$ cat src/drt_pkg.sv
// ----------------------------------------------------------------------------
// drt_pkg: shared types and constants for the damage rectangle tracker
// Holds command codes, controller states and the controller/datapath bundles.
// ----------------------------------------------------------------------------
package drt_pkg;

  localparam int MaxDamageDefault  = 16;
  localparam int MaxResultsDefault = 16;

  typedef enum logic [1:0] {
    CMD_ADD   = 2'd0,
    CMD_CLEAR = 2'd1,
    CMD_MARK  = 2'd2,
    CMD_EMIT  = 2'd3
  } cmd_t;

  typedef enum logic [2:0] {
    ST_IDLE,
    ST_READ,
    ST_SCAN,
    ST_ADDFIN,
    ST_EMIT,
    ST_OUT,
    ST_DONE
  } state_t;

  // controller to datapath
  typedef struct packed {
    logic latch;      // capture the input transaction
    logic clr_idx;    // reset scan index
    logic step;       // process registered entry, advance index
    logic add_fin;    // finish an add (append or overflow)
    logic emit_whole; // build the whole-surface blit
    logic emit_entry; // build a blit from registered entry
    logic out_load;   // take candidate as pending blit, send the older one
    logic out_none;   // send final result: pending blit or empty
    logic do_clear;
    logic do_mark;
  } dp_ctrl_t;

  // datapath to controller
  typedef struct packed {
    cmd_t cmd;
    logic add_ok;     // clipped add rect nonempty and not overflowed
    logic more;       // scan index still below count
    logic found;      // add resolved (contained or replaced)
    logic cand_ok;    // candidate blit nonempty
    logic full_out;   // result budget spent
    logic use_list;   // emit walks the list
    logic no_surf;
  } dp_stat_t;

endpackage

$ cat src/damage_rect_tracker_core.sv
// ----------------------------------------------------------------------------
// damage_rect_tracker_core: bounded damage rectangle list for one surface
// Clear, mark, rejected add and emit with no surface go from the read
// state straight to the final result; an add scans entry by entry and ends
// early at a containing or covered entry; emit builds the whole-surface blit
// or walks the list. One transaction at a time: the next input is taken in
// the cycle after the final result is loaded. Reset: synchronous.
// ----------------------------------------------------------------------------
module damage_rect_tracker_core #(
  parameter int MaxDamage = drt_pkg::MaxDamageDefault
) (
  input  logic        clk,
  input  logic        rst,
  input  logic        cfg_we,
  input  logic        cfg_idx,
  input  logic [15:0] cfg_data,
  input  logic        in_valid,
  output logic        in_stall,
  input  logic [1:0]  cmd,
  input  logic [15:0] rect_x, rect_y, rect_w, rect_h,
  input  logic [15:0] place_x, place_y, clip_x, clip_y, clip_w, clip_h,
  output logic        out_valid,
  input  logic        out_stall,
  output logic        blit_valid,
  output logic [16:0] dest_x, dest_y,
  output logic [15:0] src_x, src_y, blit_w, blit_h,
  output logic        dirty,
  output logic        last
);
  drt_pkg::dp_ctrl_t ctrl;
  drt_pkg::dp_stat_t stat;

  drt_ctrl u_ctrl (
    .clk(clk), .rst(rst), .in_valid(in_valid), .in_stall(in_stall),
    .out_valid(out_valid), .out_stall(out_stall), .stat(stat), .ctrl(ctrl)
  );

  drt_dp #(.MaxDamage(MaxDamage), .MaxResults(drt_pkg::MaxResultsDefault)) u_dp (
    .clk(clk), .rst(rst), .ctrl(ctrl), .stat(stat),
    .cfg_we(cfg_we), .cfg_idx(cfg_idx), .cfg_sel_ok(1'b1), .cfg_data(cfg_data),
    .in_cmd(cmd), .in_rx(rect_x), .in_ry(rect_y), .in_rw(rect_w), .in_rh(rect_h),
    .in_px(place_x), .in_py(place_y), .in_cx(clip_x), .in_cy(clip_y),
    .in_cw(clip_w), .in_ch(clip_h),
    .out_stall(out_stall), .out_valid(out_valid), .blit_valid(blit_valid),
    .dest_x(dest_x), .dest_y(dest_y), .src_x(src_x), .src_y(src_y),
    .blit_w(blit_w), .blit_h(blit_h), .dirty(dirty), .last(last)
  );
endmodule

$ cat src/drt_ram.sv
// ----------------------------------------------------------------------------
// drt_ram: generic simple dual-port ram
// One write port, one read port with registered read data.
// ----------------------------------------------------------------------------
module drt_ram #(
  parameter int Width = 64,
  parameter int Depth = 16
) (
  input  logic                     clk,
  input  logic                     we,
  input  logic [$clog2(Depth)-1:0] waddr,
  input  logic [Width-1:0]         wdata,
  input  logic [$clog2(Depth)-1:0] raddr,
  output logic [Width-1:0]         rdata
);
  logic [Width-1:0] mem [Depth];

  // write and registered read
  always_ff @(posedge clk) begin
    if (we) begin
      mem[waddr] <= wdata;
    end
    rdata <= mem[raddr];
  end
endmodule

$ cat src/drt_ctrl.sv
// ----------------------------------------------------------------------------
// drt_ctrl: command sequencer for the damage rectangle tracker
// Steps the datapath through add scans and emit walks, drives handshakes.
// ----------------------------------------------------------------------------
module drt_ctrl (
  input  logic              clk,
  input  logic              rst,
  input  logic              in_valid,
  output logic              in_stall,
  input  logic              out_valid,
  input  logic              out_stall,
  input  drt_pkg::dp_stat_t stat,
  output drt_pkg::dp_ctrl_t ctrl
);
  drt_pkg::state_t state, state_next;
  logic out_take;
  logic acc;

  assign acc      = in_valid && !in_stall;
  assign out_take = out_valid && !out_stall;

  // state register
  always_ff @(posedge clk) begin
    if (rst) begin
      state <= drt_pkg::ST_IDLE;
    end else begin
      state <= state_next;
    end
  end

  // next state
  always_comb begin
    state_next = state;
    case (state)
      drt_pkg::ST_IDLE: if (acc) state_next = drt_pkg::ST_READ;
      drt_pkg::ST_READ: begin
        case (stat.cmd)
          drt_pkg::CMD_ADD:
            state_next = stat.add_ok ? drt_pkg::ST_SCAN : drt_pkg::ST_DONE;
          drt_pkg::CMD_EMIT: begin
            if (stat.no_surf) state_next = drt_pkg::ST_DONE;
            else if (stat.use_list) state_next = drt_pkg::ST_SCAN;
            else state_next = drt_pkg::ST_EMIT;
          end
          default: state_next = drt_pkg::ST_DONE;
        endcase
      end
      drt_pkg::ST_SCAN: begin
        if (stat.cmd == drt_pkg::CMD_ADD) begin
          if (!stat.more) state_next = drt_pkg::ST_ADDFIN;
          else state_next = drt_pkg::ST_EMIT;
        end else begin
          state_next = (stat.more && !stat.full_out) ? drt_pkg::ST_EMIT : drt_pkg::ST_DONE;
        end
      end
      drt_pkg::ST_EMIT: begin
        if (stat.cmd == drt_pkg::CMD_ADD) begin
          state_next = stat.found ? drt_pkg::ST_DONE : drt_pkg::ST_SCAN;
        end else begin
          state_next = drt_pkg::ST_OUT;
        end
      end
      drt_pkg::ST_OUT: begin
        if (!stat.cand_ok) begin
          state_next = stat.use_list ? drt_pkg::ST_SCAN : drt_pkg::ST_DONE;
        end else if (!out_valid || out_take) begin
          state_next = stat.use_list ? drt_pkg::ST_SCAN : drt_pkg::ST_DONE;
        end
      end
      drt_pkg::ST_ADDFIN: state_next = drt_pkg::ST_DONE;
      drt_pkg::ST_DONE: if (!out_valid || out_take) state_next = drt_pkg::ST_IDLE;
      default: state_next = drt_pkg::ST_IDLE;
    endcase
  end

  // command outputs
  always_comb begin
    ctrl = '0;
    in_stall = (state != drt_pkg::ST_IDLE);
    case (state)
      drt_pkg::ST_IDLE: begin
        ctrl.latch   = acc;
        ctrl.clr_idx = acc;
      end
      drt_pkg::ST_READ: begin
        ctrl.do_clear = (stat.cmd == drt_pkg::CMD_CLEAR);
        ctrl.do_mark  = (stat.cmd == drt_pkg::CMD_MARK);
      end
      drt_pkg::ST_EMIT: begin
        if (stat.cmd == drt_pkg::CMD_ADD) ctrl.step = 1'b1;
        else if (stat.use_list) ctrl.emit_entry = 1'b1;
        else ctrl.emit_whole = 1'b1;
      end
      drt_pkg::ST_OUT: begin
        if (stat.cand_ok && (!out_valid || out_take)) ctrl.out_load = 1'b1;
        if (stat.use_list && (!stat.cand_ok || !out_valid || out_take)) ctrl.step = 1'b1;
      end
      drt_pkg::ST_ADDFIN: ctrl.add_fin = 1'b1;
      drt_pkg::ST_DONE: ctrl.out_none = (!out_valid || out_take);
      default: ;
    endcase
  end
endmodule

$ cat src/drt_dp.sv
// ----------------------------------------------------------------------------
// drt_dp: datapath for the damage rectangle tracker
// Holds the damage list, count, overflow flag, blit arithmetic and output.
// ----------------------------------------------------------------------------
module drt_dp #(
  parameter int MaxDamage  = drt_pkg::MaxDamageDefault,
  parameter int MaxResults = drt_pkg::MaxResultsDefault
) (
  input  logic              clk,
  input  logic              rst,
  input  drt_pkg::dp_ctrl_t ctrl,
  output drt_pkg::dp_stat_t stat,
  input  logic              cfg_we,
  input  logic              cfg_idx,
  input  logic              cfg_sel_ok,
  input  logic [15:0]       cfg_data,
  input  logic [1:0]        in_cmd,
  input  logic [15:0]       in_rx, in_ry, in_rw, in_rh,
  input  logic [15:0]       in_px, in_py, in_cx, in_cy, in_cw, in_ch,
  input  logic              out_stall,
  output logic              out_valid,
  output logic              blit_valid,
  output logic [16:0]       dest_x, dest_y,
  output logic [15:0]       src_x, src_y, blit_w, blit_h,
  output logic              dirty,
  output logic              last
);
  localparam int AW = (MaxDamage > 1) ? $clog2(MaxDamage) : 1;
  localparam int CW = $clog2(MaxDamage + 1);
  localparam int RW = $clog2(MaxResults + 1);

  logic [15:0] sw, sh;
  drt_pkg::cmd_t cmd;
  logic [15:0] rx, ry, rw, rh, px, py, cx, cy, cw, ch;
  logic [CW-1:0] count;
  logic whole;
  logic [CW-1:0] idx;
  logic [RW-1:0] nres;
  logic [63:0] rdata;
  logic we;
  logic [AW-1:0] waddr;
  logic [63:0] wdata;

  // configuration registers
  always_ff @(posedge clk) begin
    if (rst) begin
      sw <= '0;
      sh <= '0;
    end else if (cfg_we && cfg_sel_ok) begin
      if (!cfg_idx) sw <= cfg_data;
      else sh <= cfg_data;
    end
  end

  // clipped add rect, formed at capture
  logic        a_ok;
  logic [15:0] a_w, a_h;
  logic [16:0] sxr, syr;
  always_comb begin
    sxr = {1'b0, sw} - {1'b0, in_rx};
    syr = {1'b0, sh} - {1'b0, in_ry};
    a_ok = (in_rw != 0) && (in_rh != 0) && (in_rx < sw) && (in_ry < sh);
    a_w = ({1'b0, in_rw} > sxr) ? sxr[15:0] : in_rw;
    a_h = ({1'b0, in_rh} > syr) ? syr[15:0] : in_rh;
  end

  // input capture
  always_ff @(posedge clk) begin
    if (ctrl.latch) begin
      cmd <= drt_pkg::cmd_t'(in_cmd);
      rx <= in_rx; ry <= in_ry;
      rw <= (in_cmd == drt_pkg::CMD_ADD) ? a_w : in_rw;
      rh <= (in_cmd == drt_pkg::CMD_ADD) ? a_h : in_rh;
      px <= in_px; py <= in_py; cx <= in_cx; cy <= in_cy; cw <= in_cw; ch <= in_ch;
    end
  end
  logic add_ok_r;
  always_ff @(posedge clk) begin
    if (ctrl.latch) add_ok_r <= a_ok;
  end

  drt_ram #(.Width(64), .Depth(MaxDamage)) u_ram (
    .clk(clk), .we(we), .waddr(waddr), .wdata(wdata),
    .raddr(idx[AW-1:0]), .rdata(rdata)
  );

  logic [15:0] ex, ey, ew, eh;
  assign {ex, ey, ew, eh} = rdata;

  // containment tests on the registered entry
  logic [16:0] x2, y2, ex2, ey2;
  logic in_ent, cov_ent;
  always_comb begin
    x2  = {1'b0, rx} + {1'b0, rw};
    y2  = {1'b0, ry} + {1'b0, rh};
    ex2 = {1'b0, ex} + {1'b0, ew};
    ey2 = {1'b0, ey} + {1'b0, eh};
    in_ent  = (rx >= ex) && (ry >= ey) && (x2 <= ex2) && (y2 <= ey2);
    cov_ent = (ex >= rx) && (ey >= ry) && (ex2 <= x2) && (ey2 <= y2);
  end

  // candidate blit: whole surface or one entry, then clip and surface clip
  logic [16:0] bx, by, bw, bh;
  logic [17:0] ax2, ay2, kx2, ky2, ox2, oy2;
  logic [16:0] ox, oy;
  logic clip_on, isect_ok;
  always_comb begin
    clip_on = (cw != 0) && (ch != 0);
    if (ctrl.emit_whole) begin
      bx = {1'b0, px}; by = {1'b0, py}; bw = {1'b0, sw}; bh = {1'b0, sh};
    end else begin
      bx = {1'b0, px} + {1'b0, ex}; by = {1'b0, py} + {1'b0, ey};
      bw = {1'b0, ew}; bh = {1'b0, eh};
    end
    ax2 = {1'b0, bx} + {1'b0, bw};
    ay2 = {1'b0, by} + {1'b0, bh};
    kx2 = {2'b0, cx} + {2'b0, cw};
    ky2 = {2'b0, cy} + {2'b0, ch};
    ox = (bx > {1'b0, cx}) ? bx : {1'b0, cx};
    oy = (by > {1'b0, cy}) ? by : {1'b0, cy};
    ox2 = (ax2 < kx2) ? ax2 : kx2;
    oy2 = (ay2 < ky2) ? ay2 : ky2;
    isect_ok = (bw != 0) && (bh != 0) && ({1'b0, ox} < ox2) && ({1'b0, oy} < oy2);
  end

  // stage 1 register: pre-surface-clip blit
  logic        c_ok;
  logic [16:0] c_dx, c_dy;
  logic [16:0] c_sx, c_sy;
  logic [16:0] c_w, c_h;
  always_ff @(posedge clk) begin
    if (ctrl.emit_whole || ctrl.emit_entry) begin
      if (clip_on) begin
        c_ok <= isect_ok;
        c_dx <= ox; c_dy <= oy;
        c_sx <= ox - {1'b0, px}; c_sy <= oy - {1'b0, py};
        c_w  <= ox2[16:0] - ox; c_h <= oy2[16:0] - oy;
      end else begin
        c_ok <= 1'b1;
        c_dx <= bx; c_dy <= by;
        c_sx <= ctrl.emit_whole ? 17'd0 : {1'b0, ex};
        c_sy <= ctrl.emit_whole ? 17'd0 : {1'b0, ey};
        c_w  <= bw; c_h <= bh;
      end
    end
  end

  // surface clip of candidate
  logic        f_ok;
  logic [16:0] lx, ly;
  logic [15:0] f_w, f_h;
  always_comb begin
    lx = {1'b0, sw} - c_sx;
    ly = {1'b0, sh} - c_sy;
    f_ok = c_ok && (c_w != 0) && (c_h != 0) && (c_sx < {1'b0, sw}) && (c_sy < {1'b0, sh})
           && (nres < RW'(MaxResults));
    f_w = (c_w > lx) ? lx[15:0] : c_w[15:0];
    f_h = (c_h > ly) ? ly[15:0] : c_h[15:0];
  end

  // list state and scan index
  always_ff @(posedge clk) begin
    if (rst) begin
      count <= '0;
      whole <= 1'b0;
    end else begin
      if (ctrl.do_clear) begin
        count <= '0; whole <= 1'b0;
      end
      if (ctrl.do_mark) begin
        count <= '0; whole <= 1'b1;
      end
      if (ctrl.add_fin) begin
        if (count >= CW'(MaxDamage)) begin
          whole <= 1'b1; count <= '0;
        end else begin
          count <= count + 1'b1;
        end
      end
    end
  end
  always_ff @(posedge clk) begin
    if (ctrl.clr_idx) begin
      idx <= '0; nres <= '0;
    end else begin
      if (ctrl.step) idx <= idx + 1'b1;
      if (ctrl.out_load) nres <= nres + 1'b1;
    end
  end

  // list write: replace on cover, append at finish
  always_comb begin
    we = 1'b0;
    waddr = idx[AW-1:0];
    wdata = {rx, ry, rw, rh};
    if (ctrl.step && cmd == drt_pkg::CMD_ADD && !in_ent && cov_ent) we = 1'b1;
    if (ctrl.add_fin && count < CW'(MaxDamage)) begin
      we = 1'b1;
      waddr = count[AW-1:0];
    end
  end

  // status to controller
  always_comb begin
    stat.cmd      = cmd;
    stat.add_ok   = add_ok_r && !whole;
    stat.more     = idx < count;
    stat.found    = in_ent || cov_ent;
    stat.cand_ok  = f_ok;
    stat.full_out = nres >= RW'(MaxResults);
    stat.use_list = !whole && (count != 0);
    stat.no_surf  = (sw == 0) || (sh == 0);
  end

  // pending blit, held until the next blit or the end of the walk shows
  // whether it is the final one
  logic        h_ok;
  logic [16:0] h_dx, h_dy;
  logic [15:0] h_sx, h_sy, h_w, h_h;
  always_ff @(posedge clk) begin
    if (ctrl.clr_idx) begin
      h_ok <= 1'b0;
    end else if (ctrl.out_load) begin
      h_ok <= 1'b1;
      h_dx <= c_dx; h_dy <= c_dy;
      h_sx <= c_sx[15:0]; h_sy <= c_sy[15:0];
      h_w  <= f_w; h_h <= f_h;
    end
  end

  // output register
  logic out_take;
  logic send;
  assign out_take = out_valid && !out_stall;
  assign send     = (ctrl.out_load && h_ok) || ctrl.out_none;
  always_ff @(posedge clk) begin
    if (rst) begin
      out_valid <= 1'b0;
    end else if (send) begin
      out_valid <= 1'b1;
    end else if (out_take) begin
      out_valid <= 1'b0;
    end
  end
  always_ff @(posedge clk) begin
    if (send) begin
      // pending blit, or empty result when nothing was produced
      blit_valid <= h_ok;
      dest_x <= h_ok ? h_dx : '0;
      dest_y <= h_ok ? h_dy : '0;
      src_x  <= h_ok ? h_sx : '0;
      src_y  <= h_ok ? h_sy : '0;
      blit_w <= h_ok ? h_w : '0;
      blit_h <= h_ok ? h_h : '0;
      dirty <= whole || (count != 0);
      last <= ctrl.out_none;
    end
  end
endmodule

$ cat config.mk
export PLATFORM = sky130hd
export DESIGN_NAME = damage_rect_tracker_core
export DESIGN_NICKNAME = d
export VERILOG_FILES = /design/src/drt_pkg.sv /design/src/damage_rect_tracker_core.sv /design/src/drt_ram.sv /design/src/drt_ctrl.sv /design/src/drt_dp.sv
export SDC_FILE = /design/constraint.sdc
export NUM_CORES = 2
export LEC_CHECK = 0
export ABC_AREA = 1
export BUFFER_PORTS_ARGS = -buffer_cell sky130_fd_sc_hd__buf_2
export CAP_MARGIN = 20
export CORE_MARGIN = 5
export CORE_UTILIZATION = 50
export DETAILED_ROUTE_END_ITERATION = 8
export GPL_ROUTABILITY_DRIVEN = 1
export PLACE_DENSITY = 0.64
export REMOVE_ABC_BUFFERS = 1
export SETUP_SLACK_MARGIN = 0.5
export SLEW_MARGIN = 15
export SYNTH_ARGS = -nofsm -noshare
export SYNTH_HDL_FRONTEND = slang
export SYNTH_HIERARCHICAL = 1
export SYNTH_SLANG_ARGS = --single-unit
export TNS_END_PERCENT = 10
$ cat constraint.sdc
create_clock -name clk -period 10.15 [get_ports clk]
set_input_delay 2.03 -clock clk [delete_from_list [all_inputs] [get_ports clk]]
set_output_delay 2.03 -clock clk [all_outputs]
set_load 0.05 [all_outputs]
==> flow_summary_export.csv <==
group,metric,value,unit
synth,syn_area,84000,µm²
setup_path,rrSetupSlack,1.23,ns
synth,seq_area_frac_synth,56.0,%
detailed_routing,drtPass1Iterations,6,
final_layout,final_nets,9770,
global_routing,grt_overflow,0,
sta,whs,0.391,ns
die,die-width,420,µm
synth,synth_ff_type,"edfxtp_1",
setup_path,r2r-start,"u_dp/count[1]$_SDFFE_PP0P_",
detailed_routing,viasPerCell,5.44,
worst_hold_path,holdCritStartpoint,"u_dp/c_dx[9]$_DFFE_PP_",
synth,async_reset_ff_share,0,%
setup_path,crit_path_end_kind,"flop",
synth,synth.area.top_cells,"edfxtp_1, nand2_1, ha_1",
die,start_util,50.2,%
placement,dp_cells,11100,
detailed_routing,wire_per_inst,22.5,µm
global_routing,grt_pass1_vias,58800,
detailed_routing,drc,0,
detailed_routing,drt-initial-drc-count,6126,
final_layout,instances_no_fill,11400,
final_layout,utilization,55.6,%
run_status,outcome,"complete, no violations",
clock_tree,post-cts-setup-buffer-count,0,
sta,min_period,8.92,ns
synth,synth_top_area_share,53.2,%
global_routing,grt_first_pass_wirelength,374000,µm
die,num_rows,150,
clock_tree,clockBufferDepth,3,
sta,relSlewSlack,20.4,%
run,cap_violations,0,
synth,yosys.area.top_type,"edfxtp_1",
setup_path,slowest_delay,0.43,ns
die,io_pins,287,
die,die_y,420,µm
global_routing,track_usage,28.5,%
setup_path,crit_type,"flop to flop",
setup_path,crit_top_cell,"nand2_1",
worst_hold_path,hp-class,"flop to flop",
clock_tree,clock_latency,0.83,ns
sta,period_share,87.9,%
final_layout,drive_above_1_share,7.75,%
synth,synth_edf_count,1489,
final_layout,area_delta_synth_final,10.7,%
clock_tree,clk_pin_slew,0.06,ns
synth,ys_warn_count,6,
die,dieArea,176000,µm²
clock_tree,numCtsBuffers,168,
synth,syn_inst,8806,
setup_path,cp.arrival,9.45,ns
placement,dp_hpwl,168000,µm
placement,gp_congestion,0.973,
clock_tree,cts_htree_levels,4,
sta,max_freq,112,MHz
clock_tree,cts_sinks,1606,
detailed_routing,postRouteAntennaNets,0,
global_routing,grt_start_max_net_pins,258,
setup_path,worst_path_max_delay_cell,"buf_6",
synth,synth_seq_cells,1606,
synth,synth_common_cells,"nand2_1, inv_1, edfxtp_1, nand3_1, ha_1",
synth,yosys.cell_count.top_type,"nand2_1",
die,core_area,167000,µm²
setup_path,critPathMaxFanout,60,
setup_path,cp.required,10.67,ns
placement,io_buffers,286,
clock_tree,cts_tree,"built",
sta,worst_pin_slew,1.19,ns
setup_path,startpoint,"u_dp/count[1]$_SDFFE_PP0P_",
detailed_routing,drt-total-wl,257000,µm
setup_path,start_kind,"flop",
sta,setup_violations,0,
sta,hold_viol,0,
synth,syn_avg_cell_area,9.54,µm²
global_routing,antenna_found_initial,39,
sta,rsz0062_at_grt,"true",
clock_tree,cts-root-buf,"clkbuf_16",
synth,yosysUniqueCellTypes,70,
detailed_routing,vias,62100,
sta,fin_skew,0.0623,ns
sta,slew_viol_final,0,
per-layer routing:
layer	part of all wire, %	routed length (µm)	GRT usage [%]
met3	6.8	17400	3.90
met2	48	122000	46.9
met1	40	104000	37.2
met4	5.3	13600	14.5
met5	0	0	0
critical path, delay by kind of cell (launching register included):
kind | cells | cell delay [ns]
buffers and inverters | 9 | 1.62
AOI/OAI and AO/OA | 18 | 3.54
DFF | 1 | 0.38
xor gates and xnor gates | 1 | 0.23
and+or+nand+nor | 19 | 1.79
adders and majority gates | 4 | 1.03
flip-flops by register name, indices dropped and copies added (netlist names), 17 cells and up:
register and flops:
u_dp/h_dx 17, u_dp/c_w 17, u_dp/dest_x 17, u_dp/c_sx 17, u_dp/h_dy 17, u_dp/u_ram/mem 1024, u_dp/dest_y 17, u_dp/c_sy 17
u_dp/u_ram/rdata 64, u_dp/c_dy 17, u_dp/c_dx 17, u_dp/c_h 17
layout by cell type, fill, tap and decap left out, types with 15 or more instances in the layout:
master,synthesis,final
nor2_4,0,18
diode_2,0,28
clkbuf_16,0,170
clkbuf_1,84,43
nand3_1,979,979
clkinv_1,3,21
dfxtp_1,117,112
a211oi_1,15,15
o21bai_1,29,28
o21ai_2,16,18
xor2_1,115,115
buf_2,120,286
ha_1,530,530
nand2_1,2312,2311
o21ai_1,18,18
a21o_1,22,22
xnor2_1,77,77
a21oi_1,415,415
inv_1,1495,1494
clkinv_2,1,29
buf_4,24,61
nor4_1,43,43
nand4_1,53,53
nor2_1,178,160
fa_1,18,18
edfxtp_1,1489,1489
nor3_1,55,54
o21ai_0,376,374
clkbuf_8,0,19
kinds of logic after synthesis:
| group | count (synthesis) | share of synthesized area, % |
|---|---|---|
| buf+inv | 1811 | 8.82 |
| simple gates | 3673 | 18.5 |
| fa+ha+maj | 548 | 8.32 |
| xor+xnor | 193 | 2.02 |
| flops | 1606 | 56.0 |
| compound gates | 974 | 6.37 |
| other cells | 1 | 0.00446 |
final cells by class:
class	instances	area, µm²
Inverter	1511	5700
Timing Repair Buffer	361	2130
Sequential cell	1606	47100
Clock buffer	232	4680
Clock inverter	83	880
Tap cell	2204	2760
Antenna cell	28	70.1
Multi-Input combinational cell	5390	29700
Fill cell	14600	74200
final timing paths:
check | to | depth (start not counted)
worst max-delay path | u_dp/c_h[15]$_DFFE_PP_ | 51
worst min-delay path | u_dp/h_dx[9]$_DFFE_PP_ | 0
worst max register to register | u_dp/c_h[15]$_DFFE_PP_ | 51
worst min register to register | u_dp/h_dx[9]$_DFFE_PP_ | 0
repair_timing:
action,in CTS,in global routing
setup endpoints to repair,0,4
hold buffers,0,0
gates resized for setup,0,1
per-stage QoR:
stage / instance area [µm²] / setup slack [ns] / setup TNS, ns
5_1_grt: 93000 / 0.335 / 0
3_3_place_gp: 87400 / 1.41 / 0
3_5_place_dp: 87400 / 1.31 / 0
6_report: 93000 / 1.23 / 0
2_1_floorplan: 82300 / -10.19 / -3066.80
4_1_cts: 92900 / 1.26 / 0
Power is not shown: default switching activity piles up to over one toggle a cycle in this logic, so the estimate is an artifact.
